### src/hdl/bfld_pkg.sv
// ----------------------------------------------------------------------------
// bfld_pkg
// Types and constants shared by the face list deframer modules.
// ----------------------------------------------------------------------------
package bfld_pkg;

    // integer width codes
    localparam logic [1:0] WCODE_1B = 2'd0;
    localparam logic [1:0] WCODE_2B = 2'd1;
    localparam logic [1:0] WCODE_4B = 2'd2;

    // configuration register indexes
    localparam logic [1:0] CFG_COUNT_WIDTH = 2'd0;
    localparam logic [1:0] CFG_INDEX_WIDTH = 2'd1;
    localparam logic [1:0] CFG_BIG_ENDIAN  = 2'd2;
    localparam logic [1:0] CFG_FACE_TOTAL  = 2'd3;

    typedef struct packed {
        logic [1:0]  count_width_code;
        logic [1:0]  index_width_code;
        logic        big_endian;
        logic [31:0] face_total;
    } t_cfg;

    typedef struct packed {
        logic [31:0] value;
        logic        is_count;
        logic        face_end;
        logic        element_end;
    } t_result;

    // byte position of the final byte for a width code (code three acts as 4 bytes)
    function automatic logic [1:0] last_pos(input logic [1:0] code);
        logic [1:0] pos;
        case (code)
            WCODE_1B: pos = 2'd0;
            WCODE_2B: pos = 2'd1;
            default:  pos = 2'd3;
        endcase
        return pos;
    endfunction

endpackage

### src/hdl/bfld_core.sv
// ----------------------------------------------------------------------------
// bfld_core
// Integer assembly and face bookkeeping; one byte per step.
// ----------------------------------------------------------------------------
module bfld_core (
    input  logic             i_clk,
    input  logic             i_rst_n,
    input  bfld_pkg::t_cfg   i_cfg,
    input  logic             i_ft_we,     // face_total write
    input  logic [31:0]      i_ft_data,
    input  logic             i_step,
    input  logic [7:0]       i_byte,
    output logic             o_res_valid,
    output bfld_pkg::t_result o_res
);
    import bfld_pkg::*;

    logic        r_reading;
    logic [1:0]  r_pos;
    logic [31:0] r_asm;
    logic [31:0] r_left;
    logic [31:0] r_faces;
    logic        r_finished;

    logic        n_reading;
    logic [1:0]  n_pos;
    logic [31:0] n_asm;
    logic [31:0] n_left;
    logic [31:0] n_faces;
    logic        n_finished;

    logic [31:0] asm_nxt;
    logic [31:0] faces_inc;
    logic        complete;
    logic        fend;
    logic        eend;
    logic        was_count;

    assign faces_inc = r_faces + 32'd1;
    assign complete  = r_pos >= last_pos(r_reading ? i_cfg.index_width_code
                                                   : i_cfg.count_width_code);
    assign asm_nxt   = i_cfg.big_endian ? {r_asm[23:0], i_byte}
                                        : (r_asm | ({24'd0, i_byte} << {r_pos, 3'b000}));
    assign was_count = !r_reading;
    assign fend      = was_count ? (asm_nxt == 32'd0) : (r_left == 32'd1);
    assign eend      = fend && (faces_inc >= i_cfg.face_total);

    always_comb begin
        n_reading  = r_reading;
        n_pos      = r_pos;
        n_asm      = r_asm;
        n_left     = r_left;
        n_faces    = r_faces;
        n_finished = r_finished;
        o_res_valid = 1'b0;
        if (i_ft_we) begin
            n_finished = r_faces >= i_ft_data;
        end else if (i_step && !r_finished) begin
            if (!complete) begin
                n_asm = asm_nxt;
                n_pos = r_pos + 2'd1;
            end else begin
                o_res_valid = 1'b1;
                n_asm = 32'd0;
                n_pos = 2'd0;
                if (was_count) begin
                    if (!fend) begin
                        n_reading = 1'b1;
                        n_left    = asm_nxt;
                    end
                end else begin
                    n_left = r_left - 32'd1;
                    if (fend) begin
                        n_reading = 1'b0;
                    end
                end
                if (fend) begin
                    n_faces    = faces_inc;
                    n_finished = eend;
                end
            end
        end
    end

    assign o_res.value       = asm_nxt;
    assign o_res.is_count    = was_count;
    assign o_res.face_end    = fend;
    assign o_res.element_end = eend;

    always_ff @(posedge i_clk) begin
        if (!i_rst_n) begin
            r_reading  <= 1'b0;
            r_pos      <= 2'd0;
            r_asm      <= 32'd0;
            r_left     <= 32'd0;
            r_faces    <= 32'd0;
            r_finished <= 1'b1;
        end else begin
            r_reading  <= n_reading;
            r_pos      <= n_pos;
            r_asm      <= n_asm;
            r_left     <= n_left;
            r_faces    <= n_faces;
            r_finished <= n_finished;
        end
    end

endmodule

### src/hdl/binary_face_list_deframer.sv
// ----------------------------------------------------------------------------
// binary_face_list_deframer
// Splits a binary mesh face block into face counts and vertex indices.
// ----------------------------------------------------------------------------
// One byte transaction is taken every clock unless the input stalls. A byte
// lands in an input register and passes through the assembler once the
// result slot is free; when it completes a count or an index, the value is
// loaded into the output register at the end of that cycle. The rate is set
// by the state update of the assembler (byte position, assembly word, indices
// left, faces done); it holds at one byte per clock while the output side
// keeps taking results. A stalled result only blocks the input when a byte is
// waiting behind it. Configuration writes are taken at any time (ready is
// always high) but should only be issued while idle. Once face_total faces
// have ended, further bytes are consumed silently.
// ----------------------------------------------------------------------------
module binary_face_list_deframer (
    input  logic        i_clk,
    input  logic        i_rst_n,
    // byte input
    input  logic        i_in_valid,
    output logic        o_in_stall,
    input  logic [7:0]  i_data_byte,
    // result output
    output logic        o_out_valid,
    input  logic        i_out_stall,
    output logic [31:0] o_value,
    output logic        o_is_count,
    output logic        o_face_end,
    output logic        o_element_end,
    // configuration writes
    input  logic        i_cfg_valid,
    output logic        o_cfg_ready,
    input  logic [1:0]  i_cfg_index,
    input  logic [31:0] i_cfg_data
);
    import bfld_pkg::*;

    t_cfg        r_cfg;
    logic        r_in_valid;
    logic [7:0]  r_in_byte;
    logic        r_out_valid;
    t_result     r_out;

    logic        adv;       // output slot free, the input stage may move on
    logic        step;
    logic        cfg_we;
    logic        ft_we;
    logic        res_valid;
    t_result     res;

    assign o_cfg_ready = 1'b1;
    assign cfg_we      = i_cfg_valid && o_cfg_ready;
    assign ft_we       = cfg_we && (i_cfg_index == CFG_FACE_TOTAL);

    // register file
    always_ff @(posedge i_clk) begin
        if (!i_rst_n) begin
            r_cfg.count_width_code <= WCODE_1B;
            r_cfg.index_width_code <= WCODE_4B;
            r_cfg.big_endian       <= 1'b0;
            r_cfg.face_total       <= 32'd0;
        end else if (cfg_we) begin
            case (i_cfg_index)
                CFG_COUNT_WIDTH: r_cfg.count_width_code <= i_cfg_data[1:0];
                CFG_INDEX_WIDTH: r_cfg.index_width_code <= i_cfg_data[1:0];
                CFG_BIG_ENDIAN:  r_cfg.big_endian       <= i_cfg_data[0];
                CFG_FACE_TOTAL:  r_cfg.face_total       <= i_cfg_data;
                default:         r_cfg                  <= r_cfg;
            endcase
        end
    end

    // handshake: the byte stage advances whenever the result slot is free
    assign adv        = !r_out_valid || !i_out_stall;
    assign step       = r_in_valid && adv;
    assign o_in_stall = r_in_valid && !adv;

    always_ff @(posedge i_clk) begin
        if (!i_rst_n) begin
            r_in_valid <= 1'b0;
        end else if (!o_in_stall) begin
            r_in_valid <= i_in_valid;
        end
    end

    always_ff @(posedge i_clk) begin
        if (!o_in_stall && i_in_valid) begin
            r_in_byte <= i_data_byte;
        end
    end

    bfld_core u_core (
        .i_clk       (i_clk),
        .i_rst_n     (i_rst_n),
        .i_cfg       (r_cfg),
        .i_ft_we     (ft_we),
        .i_ft_data   (i_cfg_data),
        .i_step      (step),
        .i_byte      (r_in_byte),
        .o_res_valid (res_valid),
        .o_res       (res)
    );

    // result register
    always_ff @(posedge i_clk) begin
        if (!i_rst_n) begin
            r_out_valid <= 1'b0;
        end else if (adv) begin
            r_out_valid <= res_valid;
        end
    end

    always_ff @(posedge i_clk) begin
        if (adv && res_valid) begin
            r_out <= res;
        end
    end

    assign o_out_valid   = r_out_valid;
    assign o_value       = r_out.value;
    assign o_is_count    = r_out.is_count;
    assign o_face_end    = r_out.face_end;
    assign o_element_end = r_out.element_end;

endmodule

### config.mk
export PLATFORM = sky130hd
export DESIGN_NAME = binary_face_list_deframer
export DESIGN_NICKNAME = d
export VERILOG_FILES = /design/src/hdl/bfld_pkg.sv /design/src/hdl/bfld_core.sv /design/src/hdl/binary_face_list_deframer.sv
export SDC_FILE = /design/constraint.sdc
export NUM_CORES = 1
export LEC_CHECK = 0
export BUFFER_PORTS_ARGS = -buffer_cell sky130_fd_sc_hd__buf_4
export CAP_MARGIN = 20
export CORE_UTILIZATION = 31
export DETAILED_ROUTE_END_ITERATION = 7
export SLEW_MARGIN = 0
export SYNTH_ARGS = -nofsm -noshare
export SYNTH_HDL_FRONTEND = slang
export SYNTH_HIERARCHICAL = 1
export SYNTH_SLANG_ARGS = --single-unit
### constraint.sdc
create_clock -name i_clk -period 15.9 [get_ports i_clk]
set_input_delay 4.77 -clock i_clk [delete_from_list [all_inputs] [get_ports i_clk]]
set_output_delay 4.77 -clock i_clk [all_outputs]
set_load 0.01 [all_outputs]
==> flow_summary.json, run 1 <==
{
  "cts_made_buffers": 17,
  "critical_path_class": "in2out",
  "cp_cell_sequence": "buf_4 -> and3_1 -> buf_4",
  "dpl_worst_slack_ps": 5880,
  "routedWlPerCell_um": 16.5,
  "cts_hold_buffers": 0,
  "yosysWarnings": 6,
  "final_common_cell": "nand2_1",
  "die_w_um": 189,
  "synth_nets": 1392,
  "yosysSeqAreaShare": 0.374,
  "gp_congestion": 0.785,
  "crit_buf_inv": 2,
  "grt_pass1_wl_mm": 47.2,
  "cts-resized-gates": 0,
  "ys.flop_type": "dfxtp_1",
  "syn-instance-count": 1276,
  "finalSetupViolCount": 0,
  "portBuffers": 83,
  "grt_pass1_vias": 8864,
  "critPathMostFrequentCell": "buf_4",
  "cp_slowest_stage_delay_ps": 200,
  "synth_cell_types": 70,
  "cts_sinks": 182,
  "clk_pin_slew_ps": 70,
  "cap_violations": 0,
  "routed_wl_mm": 29.3,
  "antenna_cells": 0,
  "hold_violations": 0,
  "post-route-period-util": 0.630,
  "slowest_stage": "and3_1",
  "finalSetupTns_ps": 0,
  "htree_levels": 4,
  "cp_top_family": "buffers and inverters",
  "drt_iter0_markers": 826,
  "cts-root-buf": "clkbuf_16",
  "insertion_delay_ps": 460,
  "synthArstFlopShare": 0,
  "clock.fmax_mhz": 99.8,
  "drt.antenna.violating_nets": 0,
  "cts_tree": "yes",
  "overflow": 0,
  "rsz0062_at_grt": "no",
  "dieArea_mm2": 0.0359,
  "core_area_mm2": 0.0345,
  "antenna_found_initial": 0,
  "finalPower_mw": 0.967,
  "cp-end-kind": "output pin",
  "initial_core_util": 0.315,
  "vias_per_cell": 5.30,
  "num_rows": 68,
  "cts_buffer_depth": 2,
  "critPathMaxFanout": 4,
  "cp.required_ps": 11130,
  "fin_crit_ps": 10020,
  "drive_gt1_frac": 0.119,
  "clock_skew_ps": 14.7,
  "setup_ws_ps": 5880,
  "synth_edf_count": 43,
  "critPathLaunchType": "primary input",
  "post_cts_buffers": 0,
  "firstDrtPassIters": 5,
  "track_usage": 0.164,
  "worst_pin_slew_ps": 1010,
  "ys_ff_latch": 182,
  "hold_path.class": "reg2reg",
  "final_cell_mix": "nand2_1 (198), dfxtp_1 (139), buf_4 (98), a21oi_1 (84), inv_1 (82)",
  "post-route-util": 0.357,
  "irDropWorstVdd_mv": 0.0767,
  "cellPowerDensity_mw_per_mm2": 78.4,
  "status": "complete, no violations",
  "hpwl_mm": 20.0,
  "area_growth_pct": 13.3,
  "nets": 1426,
  "cp_data_arrival_time_ps": 5250,
  "grt_max_degree": 83,
  "vias": 9429,
  "max_slew_margin": 0.319,
  "drc": 0,
  "die_h_um": 189,
  "maxSlewViolCount": 0,
  "leakage_nw": 4.88,
  "synthesis.area_mm2": 0.0109,
  "top_level_ports": 85,
  "timing.hold.ws_ps": 454,
  "avgSynthCellArea_um2": 8.54
}
worst min-delay path: stages, from the launching register on:
cell and delay, ps:
dfxtp_1 310, nand2_1 50, a21oi_1 50
layout make-up:
cell class,count,area (um2)
Inverter,83,312
Fill cell,3637,22200
Timing Repair Buffer,98,736
Sequential cell,182,4070
Multi-Input combinational cell,928,6110
Tap cell,455,569
Clock inverter,13,109
Clock buffer,19,433
per-stage QoR:
step	cell area (um2)	std cells
finish	12300	1778
global route	12300	1778
CTS	12300	1778
detailed placement	11800	1746
global placement	11800	1746
floorplan	10900	1276
cell usage after synthesis (12+ instances only):
cell type,count,area share
nand2_1,199,0.069
dfxtp_1,139,0.26
a21oi_1,84,0.039
inv_1,82,0.028
mux2i_1,77,0.071
ha_1,69,0.079
nor2_1,57,0.020
o21ai_0,56,0.026
clkbuf_1,54,0.019
nand3_1,47,0.022
edfxtp_1,43,0.12
nand2b_1,37,0.021
nor4_1,25,0.014
and3_1,23,0.013
a31oi_1,19,0.011
a21o_1,18,0.012
nor3_1,18,0.0083
xor2_1,18,0.014
nand4_1,16,0.0092
a22oi_1,15,0.010
buf_2,15,0.0069
xnor2_1,12,0.0096
report_power, final:
part | switching, mW | internal, mW | total, mW
Clock | 0.203 | 0.205 | 0.408
Sequential | 0.00420 | 0.478 | 0.482
Combinational | 0.0480 | 0.0287 | 0.0767
logic make-up (layout without fill, tap and decap cells):
kind of cell / Yosys count / after routing / share of synthesized area
multiplexers: 81 / 81 / 0.0749
AO/OA/AOI/OAI: 285 / 285 / 0.174
buffers and inverters: 166 / 213 / 0.0672
XOR/XNOR: 30 / 30 / 0.0241
flip-flops: 182 / 182 / 0.374
AND/OR/NAND/NOR: 462 / 462 / 0.206
other: 1 / 1 / 0.000344
adder cells (fa/ha/maj): 69 / 69 / 0.0793
routing by layer:
metal / vias up / GRT usage / share of wire
met4: 0 / 0.0565 / 0.022
li1: 4619 / - / -
met3: 47 / 0.0265 / 0.044
met2: 236 / 0.269 / 0.47
met5: - / 0 / 0
met1: 4527 / 0.218 / 0.46
final timing paths:
path / startpoint / to / slack [ps] / cells after the start
worst max register to register: u_core/r_faces[13]$_SDFFE_PN0P_ / o_element_end$_DFFE_PP_ / 11430 / 12
worst min-delay path: u_core/r_asm[29]$_SDFFE_PN0P_ / u_core/r_asm[29]$_SDFFE_PN0P_ / 450 / 2
worst max-delay path: i_out_stall / o_in_stall / 5880 / 3
worst min register to register: u_core/r_asm[29]$_SDFFE_PN0P_ / u_core/r_asm[29]$_SDFFE_PN0P_ / 450 / 2
state kept, by name, indices dropped and copies added, names as in the netlist:
signal and flops:
o_is_count 1, o_out_valid 1, o_element_end 1, r_in_valid 1, u_core/r_finished 1, u_core/r_pos 2, u_core/r_asm 32, r_cfg 37
u_core/r_faces 32, u_core/r_reading 1, u_core/r_left 32, o_face_end 1, o_value 32, r_in_byte 8
Note: power is estimated with default switching activity, not from simulation.
==> run 2, diff against run 1 <==
clock period = 9.4 ns   (was 15.9 ns; I/O delays follow)
==> run 2 against run 1 <==
  * Combinational power rose by 69%
  * Critical endpoint unchanged
  * Final area rose by 0.90%
  * Highest routed layer unchanged
  * Critical path depth did not move
  * Via count fell by 1.0%
  * Wire length rose by 0.77%
  * Sequential cell count did not move
==> flow_summary.json, run 2 (synthesis results as in run 1) <==
{
  "crit_buf_inv": 2,
  "die_h_um": 189,
  "fin_crit_ps": 6130,
  "multi_input_area_mm2": 0.00611,
  "cp_cell_sequence": "buf_4 -> and3_1 -> buf_4",
  "finalPower_mw": 1.66,
  "dpl_worst_slack_ps": 3100,
  "r2r_setup_slack_ps": 4900,
  "regArea_mm2": 0.00407,
  "rsz0062_at_grt": "no",
  "critPathMaxFanout": 4,
  "cap_violations": 0,
  "area_growth_pct": 14.3,
  "crit_end": "o_in_stall",
  "cts_buffer_depth": 2,
  "design_area_mm2": 0.0124,
  "nets": 1434,
  "htree_levels": 4,
  "max_slew_margin": 0.292,
  "critPathMostFrequentCell": "buf_4",
  "portBuffers": 83,
  "largest_reg_flops": 37,
  "cp_top_family": "buffers and inverters",
  "die_w_um": 189,
  "antenna_found_initial": 0,
  "switching_power_mw": 0.431,
  "placed_area_mm2": 0.0119,
  "grt_pass1_wl_mm": 47.3,
  "post-route-util": 0.360,
  "grt_max_degree": 90,
  "final_common_cell": "nand2_1",
  "status": "complete, no violations",
  "clock_skew_ps": 12.0,
  "cts-resized-gates": 0,
  "hold_path.class": "reg2reg",
  "slowest_stage": "and3_1",
  "track_usage": 0.166,
  "final_cell_mix": "nand2_1 (198), dfxtp_1 (139), buf_4 (105), a21oi_1 (84), inv_1 (82)",
  "p_seq_frac": 0.492,
  "crit_cells": 3,
  "critical_path_class": "in2out",
  "insertion_delay_ps": 450,
  "maxSlewViolCount": 0,
  "drc": 0,
  "r2r-end": "o_element_end$_DFFE_PP_",
  "antenna_cells": 0,
  "hold_violations": 0,
  "post_cts_buffers": 0,
  "cp_slowest_stage_delay_ps": 210,
  "netSwitchingFraction": 0.260,
  "hpwl_mm": 20.4,
  "drt_iter0_markers": 981,
  "top_level_ports": 85,
  "post-route-period-util": 0.652,
  "pwr-share-clk": 0.430,
  "r2r-start": "u_core/r_faces[13]$_SDFFE_PN0P_",
  "cts_made_buffers": 17,
  "overflow": 0,
  "routedWlPerCell_um": 16.5,
  "nFillCells": 3569,
  "leakage_nw": 4.94,
  "drt.antenna.violating_nets": 0,
  "finalSetupViolCount": 0,
  "grt_pass1_vias": 8732,
  "routed_wl_mm": 29.5,
  "dieArea_mm2": 0.0359,
  "finalSetupTns_ps": 0,
  "internal_power_mw": 1.23,
  "cts_tree": "yes",
  "firstDrtPassIters": 5,
  "cp.required_ps": 6580,
  "worst_pin_slew_ps": 1060,
  "initial_core_util": 0.315,
  "num_rows": 68,
  "clock.fmax_mhz": 163,
  "vias": 9332,
  "setup_ws_ps": 3270,
  "irDropWorstVdd_mv": 0.123,
  "p_comb_frac": 0.078,
  "r2r_cells": 12,
  "cellPowerDensity_mw_per_mm2": 133,
  "cts_sinks": 182,
  "clk_pin_slew_ps": 70,
  "cts-root-buf": "clkbuf_16",
  "largest-register": "r_cfg",
  "critPathLaunchType": "primary input",
  "critPathLaunch": "i_out_stall",
  "vias_per_cell": 5.23,
  "gp_congestion": 0.797,
  "cp-end-kind": "output pin",
  "cp_data_arrival_time_ps": 3310,
  "drive_gt1_frac": 0.126,
  "core_area_mm2": 0.0345,
  "cts_hold_buffers": 0
}
run 2: layout make-up:
class | instances | area share
Clock inverter | 12 | 0.00905
Sequential cell | 182 | 0.327
Multi-Input combinational cell | 928 | 0.490
Inverter | 83 | 0.0250
Clock buffer | 20 | 0.0376
Timing Repair Buffer | 106 | 0.0649
Tap cell | 455 | 0.0457
run 2: how the worst min path moves through the flow:
stage / startpoint / end / cells after the start
after floorplan: u_core/r_asm[24]$_SDFFE_PN0P_ / u_core/r_asm[24]$_SDFFE_PN0P_ / 2
after global placement: u_core/r_asm[29]$_SDFFE_PN0P_ / u_core/r_asm[29]$_SDFFE_PN0P_ / 2
after detailed placement: u_core/r_asm[26]$_SDFFE_PN0P_ / u_core/r_asm[26]$_SDFFE_PN0P_ / 2
after CTS: u_core/r_asm[26]$_SDFFE_PN0P_ / u_core/r_asm[26]$_SDFFE_PN0P_ / 2
after global routing: u_core/r_asm[28]$_SDFFE_PN0P_ / u_core/r_asm[28]$_SDFFE_PN0P_ / 2
final: r_cfg[12]$_SDFFE_PN0P_ / r_cfg[12]$_SDFFE_PN0P_ / 2
run 2: stage by stage:
stage | hold WS, ps | std cells
2_1_floorplan | 431 | 1276
3_3_place_gp | 438 | 1753
3_5_place_dp | 445 | 1754
4_1_cts | 456 | 1786
5_1_grt | 476 | 1786
6_report | 457 | 1786
run 2: tightest hold or removal path: stages (launching register included):
cell     delay [ps]
dfxtp_1         310
nand2_1          50
mux2i_1          50
run 2: power groups by stage:
stage / clock network, mW / logic [mW] / registers [mW]
after floorplan: 0 / 0.0863 / 0.831
after global placement: 0 / 0.127 / 0.834
after detailed placement: 0 / 0.130 / 0.834
after CTS: 0.730 / 0.131 / 0.816
after global routing: 0.758 / 0.145 / 0.817
final: 0.713 / 0.130 / 0.816
run 2: metal layers:
layer / global-route usage / vias up / wire length (um)
met3: 0.0267 / 43 / 1390
met2: 0.269 / 230 / 13900
li1: - / 4635 / -
met4: 0.0617 / 0 / 743
met1: 0.220 / 4424 / 13400
met5: 0 / - / 0
